--- config.mk ---
export PLATFORM = sky130hd
export DESIGN_NAME = iscdf_front
export DESIGN_NICKNAME = d
export VERILOG_FILES = /design/src/rtl/iscdf_pkg.sv /design/src/rtl/iscdf_front.sv
export SDC_FILE = /design/constraint.sdc
export NUM_CORES = 1
export LEC_CHECK = 0
export BUFFER_PORTS_ARGS = -buffer_cell sky130_fd_sc_hd__buf_2
export CORE_ASPECT_RATIO = 1.5
export CORE_MARGIN = 3
export CORE_UTILIZATION = 45
export CTS_CLUSTER_DIAMETER = 40
export DETAILED_ROUTE_END_ITERATION = 6
export GPL_TIMING_DRIVEN = 0
export HOLD_SLACK_MARGIN = 0.1
export PLACE_DENSITY = 0.7
export SLEW_MARGIN = 40
export SYNTH_ARGS = -nofsm -noshare
export SYNTH_HDL_FRONTEND = slang
export SYNTH_SLANG_ARGS = --single-unit
--- constraint.sdc ---
create_clock -name aclk -period 7.3 [get_ports aclk]
set_clock_uncertainty 0.05 [all_clocks]
set_input_delay 0.365 -clock aclk [delete_from_list [all_inputs] [get_ports aclk]]
set_output_delay 0.365 -clock aclk [all_outputs]
set_load 0.05 [all_outputs]
--- src/rtl/iscdf_pkg.sv ---
// shared types and constants for the importance sampling cdf builder
package iscdf_pkg;

    localparam logic [2:0] CMD_PUSH     = 3'd0;
    localparam logic [2:0] CMD_ROW_CDF  = 3'd1;
    localparam logic [2:0] CMD_MARG_CDF = 3'd2;
    localparam logic [2:0] CMD_INTEGRAL = 3'd3;
    localparam logic [2:0] CMD_CLEAR    = 3'd4;

    localparam logic [1:0] ST_OK       = 2'd0;
    localparam logic [1:0] ST_NOT_READY = 2'd1;
    localparam logic [1:0] ST_RANGE    = 2'd2;

    localparam logic [0:0] CFG_WIDTH  = 1'b0;
    localparam logic [0:0] CFG_HEIGHT = 1'b1;

    localparam logic [20:0] TWO_PI_SQ_Q16 = 21'd1293629;

    typedef struct packed {
        logic [2:0]         command;
        logic signed [15:0] intensity;
        logic [16:0]        row_weight;
        logic [6:0]         row_index;
        logic [8:0]         entry_index;
    } in_word_t;

    typedef struct packed {
        logic [31:0] value;
        logic [1:0]  status;
    } out_word_t;

    // jobs handed from the front to the back part
    typedef enum logic [2:0] {
        JOB_PUSH = 3'b001,
        JOB_READ = 3'b010,
        JOB_NONE = 3'b100
    } job_kind_t;

    typedef struct packed {
        job_kind_t   kind;
        logic [2:0]  command;
        logic [31:0] product;
        logic [6:0]  row_index;
        logic [8:0]  entry_index;
    } job_t;

endpackage

--- src/rtl/iscdf_front.sv ---
// front part: accepts words, forms the weighted product and queues jobs
module iscdf_front (
    input  logic               aclk,
    input  logic               aresetn,
    input  logic               s_valid,
    output logic               s_ready,
    input  iscdf_pkg::in_word_t s_data,
    output logic               job_valid,
    input  logic               job_ready,
    output iscdf_pkg::job_t    job
);
    import iscdf_pkg::*;

    localparam int QDEPTH = 4;

    job_t       q_reg [QDEPTH];
    logic [1:0] wp_reg, rp_reg;
    logic [2:0] cnt_reg;
    job_t       nj;
    logic [15:0] inten;
    logic [16:0] wt;
    logic        push, pop;

    always_comb begin
        inten = s_data.intensity[15] ? 16'd0 : s_data.intensity;
        wt    = (s_data.row_weight > 17'd65536) ? 17'd65536 : s_data.row_weight;
        nj.command     = s_data.command;
        nj.product     = 32'(inten * wt);
        nj.row_index   = s_data.row_index;
        nj.entry_index = s_data.entry_index;
        unique case (s_data.command)
            CMD_PUSH: nj.kind = JOB_PUSH;
            CMD_ROW_CDF, CMD_MARG_CDF, CMD_INTEGRAL, CMD_CLEAR: nj.kind = JOB_READ;
            default: nj.kind = JOB_NONE;
        endcase
    end

    assign s_ready   = (cnt_reg != 3'(QDEPTH));
    assign push      = s_valid && s_ready && (nj.kind != JOB_NONE);
    assign job_valid = (cnt_reg != 3'd0);
    assign pop       = job_valid && job_ready;
    assign job       = q_reg[rp_reg];

    always_ff @(posedge aclk) begin
        if (push) begin
            q_reg[wp_reg] <= nj;
        end
        if (!aresetn) begin
            wp_reg  <= '0;
            rp_reg  <= '0;
            cnt_reg <= '0;
        end else begin
            if (push) wp_reg <= wp_reg + 2'd1;
            if (pop)  rp_reg <= rp_reg + 2'd1;
            cnt_reg <= cnt_reg + 3'(push) - 3'(pop);
        end
    end
endmodule

Word level (Yosys, flattened, before mapping)
Memory sizes are Yosys's and may differ from the RTL's. A register that Yosys moved wholly into a read port is not among the register bits.
Cells that the tools add are included.
- bits in registers: 7
- memory bits (writable): 216
- output and inout port bits: 56
- word-level logic and storage cells: 29
- memories: 1
- memory list (name ; depth ; bits a word ; rd ports ; clocked after memory_dff ; write ports ; line ; RTL):
    q_reg ; 4 ; 54 ; 1 ; 1 ; 1 ; iscdf_front.sv:16 ; job_t q_reg [QDEPTH];
- $add $sub $neg: 4
- multiply operators: 1
- $lt $le $gt $ge: 1
- eq/ne operators: 6
- muxes and demuxes: 7
- reductions and logical operators: 6
- operator list (cell ; number):
    multiplier 15 x 17 -> 32 bit ; 1
    greater-than comparator 17 bit (second input constant) ; 1
    2-to-1 mux 17 bit ; 1
    2-to-1 mux 15 bit ; 1
    == test 3 x 2 -> 1 bit (second input constant) ; 2
    inequality test 3 bit (second input constant) ; 2
    one-hot mux 3 bit (2 select lines) ; 1
    adder 2 x 1 -> 2 bit (second input constant) ; 2
    2-to-1 mux 2 bit ; 2
    OR reduction 4 bit ; 1
    adder 3 x 1 -> 3 bit ; 1
    == test 3 x 1 -> 1 bit (second input constant) ; 1
    == test 3 bit (second input constant) ; 1
    logical AND 1 bit ; 3
    zero test 3 bit ; 1
    nonzero test 3 bit ; 1
    subtractor 3 x 1 -> 3 bit ; 1
    2-to-1 mux 1 bit ; 2

Longest topological paths before layout
- depth in word-level cells: 7
- gate-level depth with buffers: 27
- gate-level depth less buffers: 24

Worst setup path before layout
Ideal clock, no wire load.
- path kind: in2reg
- start point: input port s_data[32] in the netlist's numbering
- end point: memory q_reg[0][44] in the netlist's numbering (data pin)
- arrival time: 6405 ps
- data required time: 6978 ps
- slack: 573 ps
- cell stages on the path: 26
- buffers on the path: 4
- cells stage by stage: clkbuf_1 -> inv_2 -> a41o_1 -> clkbuf_1 -> nand2_1 -> clkbuf_1 -> nor2_1 -> fa_1 -> inv_1 -> fa_1 -> inv_1 -> fa_1 -> fa_1 -> fa_1 -> inv_1 -> fa_1 -> inv_1 -> ha_1 -> bufbuf_16 -> and4_2 -> o21ai_0 -> a211o_1 -> a31oi_1 -> or4_1 -> nand2_1 -> xnor2_1
- RTL lines (what ; line ; RTL):
    start: declaration ; iscdf_front.sv:7 ; input iscdf_pkg::in_word_t s_data,
    end: declaration ; iscdf_front.sv:16 ;

==> impl_metrics.csv <==
group,metric,value,unit
grt,grt_usage,19.4,%
status,outcome,"completed",
pwr,p_leak,8.04,nW
routing,wire_per_inst,18.0,µm
critical_path,arrival,7.15,ns
grt,grt_max_degree,33,
sta,setup_violations,0,
yosys,ys_ff_latch,225,
yosys,synth_area_leader_cell,"edfxtp_1",
finish,final_cell_area,19000,µm²
sta,clock.fmax,144,MHz
critical_path,path_buf_inv,6,
clock_network,cts_buffers,19,
place,numPortBuffers,110,
yosys,synth_common_cells,"inv_1 (256), edfxtp_1 (216), fa_1 (194), nor2_1 (169), nand2_1 (134)",
routing,antenna_left,0,
finish,syn_to_final_growth,12.2,%
floorplanning,start_util,45.8,%
critical_path,crit_type,"input port to register",
critical_path,cp-end-kind,"register",
sta,fin_crit_sh,94.8,%
floorplanning,top_level_ports,112,
grt,busiest_layer,"met2",
yosys,synth.most_common_cell,"inv_1",
yosys,synthMuxAreaShare,7.26,%
sta,worst_hold_slack,0.136,ns
grt,use_met3,1.53,%
yosys,syn_area,16900,µm²
sta,rsz0062_at_grt,"false",
grt,use_met2,35.8,%
place,gp_congestion,0.906,
clock_network,cts_root_buf,"clkbuf_16",
sta,tightestPinTransition,0.672,ns
yosys,ys_async_sr_fraction,0,%
yosys,synth_xor_area_share,1.81,%
yosys,yosys_warnings,0,
pwr,vdd.ir_drop.worst,0.251,mV
grt,grt_pass1_wl,61.3,mm
routing,drc,0,
finish,drive_gt1_share,15.4,%
finish,antenna_cells,0,
critical_path,crit_path_start_kind,"input port",
yosys,synth_compound_area_share,3.46,%
yosys,ys_top_cells_by_area,"edfxtp_1 (38%), fa_1 (23%), ha_1 (7.6%)",
yosys,synth_cells,1409,
critical_path,crit_top_cell,"fa_1",
clock_network,tritoncts,"done",
yosys,synth_ff_type,"edfxtp_1",
yosys,synthDistinctLibCells,55,
sta,min_period,6.92,ns
yosys,synth_fa_ha_area_share,30.5,%
yosys,ys_seq_area_share,39.5,%
floorplanning,dieArea,40000,µm²
yosys,syn_nets,1761,
sta,slew_headroom,55.2,%
routing,wl,37.1,mm
critical_path,path_delay_family,"adder cells",
grt,first_global_vias,11600,
clock_network,insertion_delay,0.47,ns
job,max_cap_violations,0,
routing,dr.pass1.iters,5,
yosys,synth_top_family_by_area,"adder cells",
critical_path,crit_fanout,10,
grt,grt_util_met1,23.5,%
place,hpwl,29.4,mm
sta,finalMaxSlewViolations,0,
grt,antenna_found_initial,0,
place,place_area,18100,µm²
min_path,min_path_type,"input port to register",
finish,num-nets-final,1914,
yosys,syn_area_per_cell,12.0,µm²
critical_path,crit_slowest_cell,"fa_1",
floorplanning,die_x,164,µm
yosys,synth-edff-count,216,
pwr,p_per_area,253,nW/µm²
finish,fillCellCount,3153,
floorplanning,core_area,36900,µm²
critical_path,cpPeakStageDelay,0.57,ns
finish,largest_register_ffs,216,
routing,drt_iter0_markers,618,
clock_network,clk_pin_slew_worst_paths,0.06,ns
clock_network,cts_sinks,225,
clock_network,h-tree-depth,1,
routing,vias_per_cell,5.16,
floorplanning,die_h,243,µm
routing,vias,10600,
critical_path,cp_cell_sequence,"buf_2 -> nor4_1 -> a41o_1 -> clkbuf_1 -> and2_1 -> clkbuf_1 -> nand2_1 -> fa_1 -> fa_1 -> inv_1 -> fa_1 -> fa_1 -> fa_1 -> inv_1 -> fa_1 -> inv_1 -> ha_1 -> and3_4 -> and4_1 -> o2111ai_2 -> a311oi_2 -> o21ai_2 -> o31ai_2 -> xor2_1",
sta,hold_violations,0,
yosys,synth-simple-area-share,10.0,%
grt,overflow,0,
floorplanning,rows,86,
clock_network,cts_max_path_buffers,3,
yosys,synth_top_area_share,38.4,%
critical_path,required,7.52,ns
==> path summary, 6_finish.rpt <==
check                         startpoint                     end  slack, ns  depth (start not counted)
setup / recovery              s_data[25]  q_reg[0][46]$_DFFE_PP_       0.38                         24
hold / removal                   aresetn  wp_reg[0]$_SDFFE_PN0P_       0.14                          2
setup reg to reg   cnt_reg[1]$_SDFF_PN0_   cnt_reg[2]$_SDFF_PN0_       4.72                         13
hold reg to reg   wp_reg[1]$_SDFFE_PN0P_  wp_reg[1]$_SDFFE_PN0P_       0.54                          2
==> logic make-up after synthesis <==
logic type	Yosys count
buffers and inverters	321
XOR/XNOR	35
multiplexers	55
AO/OA/AOI/OAI	86
AND/OR/NAND/NOR	391
adder cells (fa/ha/maj)	296
flip-flops	225
==> report_power, final <==
part	total [mW]	leakage [nW]	internal [mW]	switching, mW
Sequential	1.67	2.06	1.64	0.0292
Combinational	2.16	5.69	0.739	1.42
Clock	0.965	0.293	0.547	0.418
==> timing repair <==
item	in CTS	in global routing
hold buffers	19	0
resized for setup	0	16
setup buffers	0	2
endpoints found under the setup margin	24	44
pin swaps	0	1
hold endpoints to repair	76	0
==> layout make-up <==
class	instances	area [µm²]	share of cell area (%)
Clock inverter	13	113	0.594
Sequential cell	225	6670	35.2
Inverter	257	965	5.09
Buffer	61	290	1.53
Tap cell	484	606	3.19
Clock buffer	20	479	2.53
Multi-Input combinational cell	863	9000	47.5
Timing Repair Buffer	135	836	4.41
==> metal layers <==
| metal | vias to the layer above | share of wire [%] |
|---|---|---|
| met1 | 5334 | 39 |
| li1 | 4872 | - |
| met5 | - | 0 |
| met4 | 0 | 3.9 |
| met3 | 89 | 4.5 |
| met2 | 326 | 53 |
==> stage by stage <==
step | power (mW) | cells | TNS [ns] | worst slack, ns | util, %
2_1_floorplan | 3.35 | 1409 | 0 | 0.573 | -
3_3_place_gp | 3.82 | 2003 | -20.04 | -0.538 | 48.9
3_5_place_dp | 3.87 | 2007 | -23.65 | -0.621 | 49.2
4_1_cts | 4.85 | 2057 | 0 | 0.0163 | 51.3
5_1_grt | 5.10 | 2058 | 0 | 0.0133 | 51.4
6_report | 4.80 | 2058 | 0 | 0.377 | 51.4
==> cells in the final DEF, fill, tap and decap left out, types with 5 or more instances in the layout <==
cell and instances:
nand2b_1 18, clkbuf_16 19, nor2_1 169, dlygate4sd3_1 19
fa_1 194, a31oi_1 5, dfxtp_1 9, ha_1 102
nand2_2 7, buf_2 120, edfxtp_1 216, xnor2_1 24
and2_1 17, a21oi_1 29, nand2_1 127, o21ai_0 16
o21bai_1 6, nand3_1 7, mux4_2 54, clkbuf_1 42
nor2b_1 18, clkinv_2 6, inv_1 256, a21o_1 6
xor2_1 11
Power figures use the tool's default switching activity.
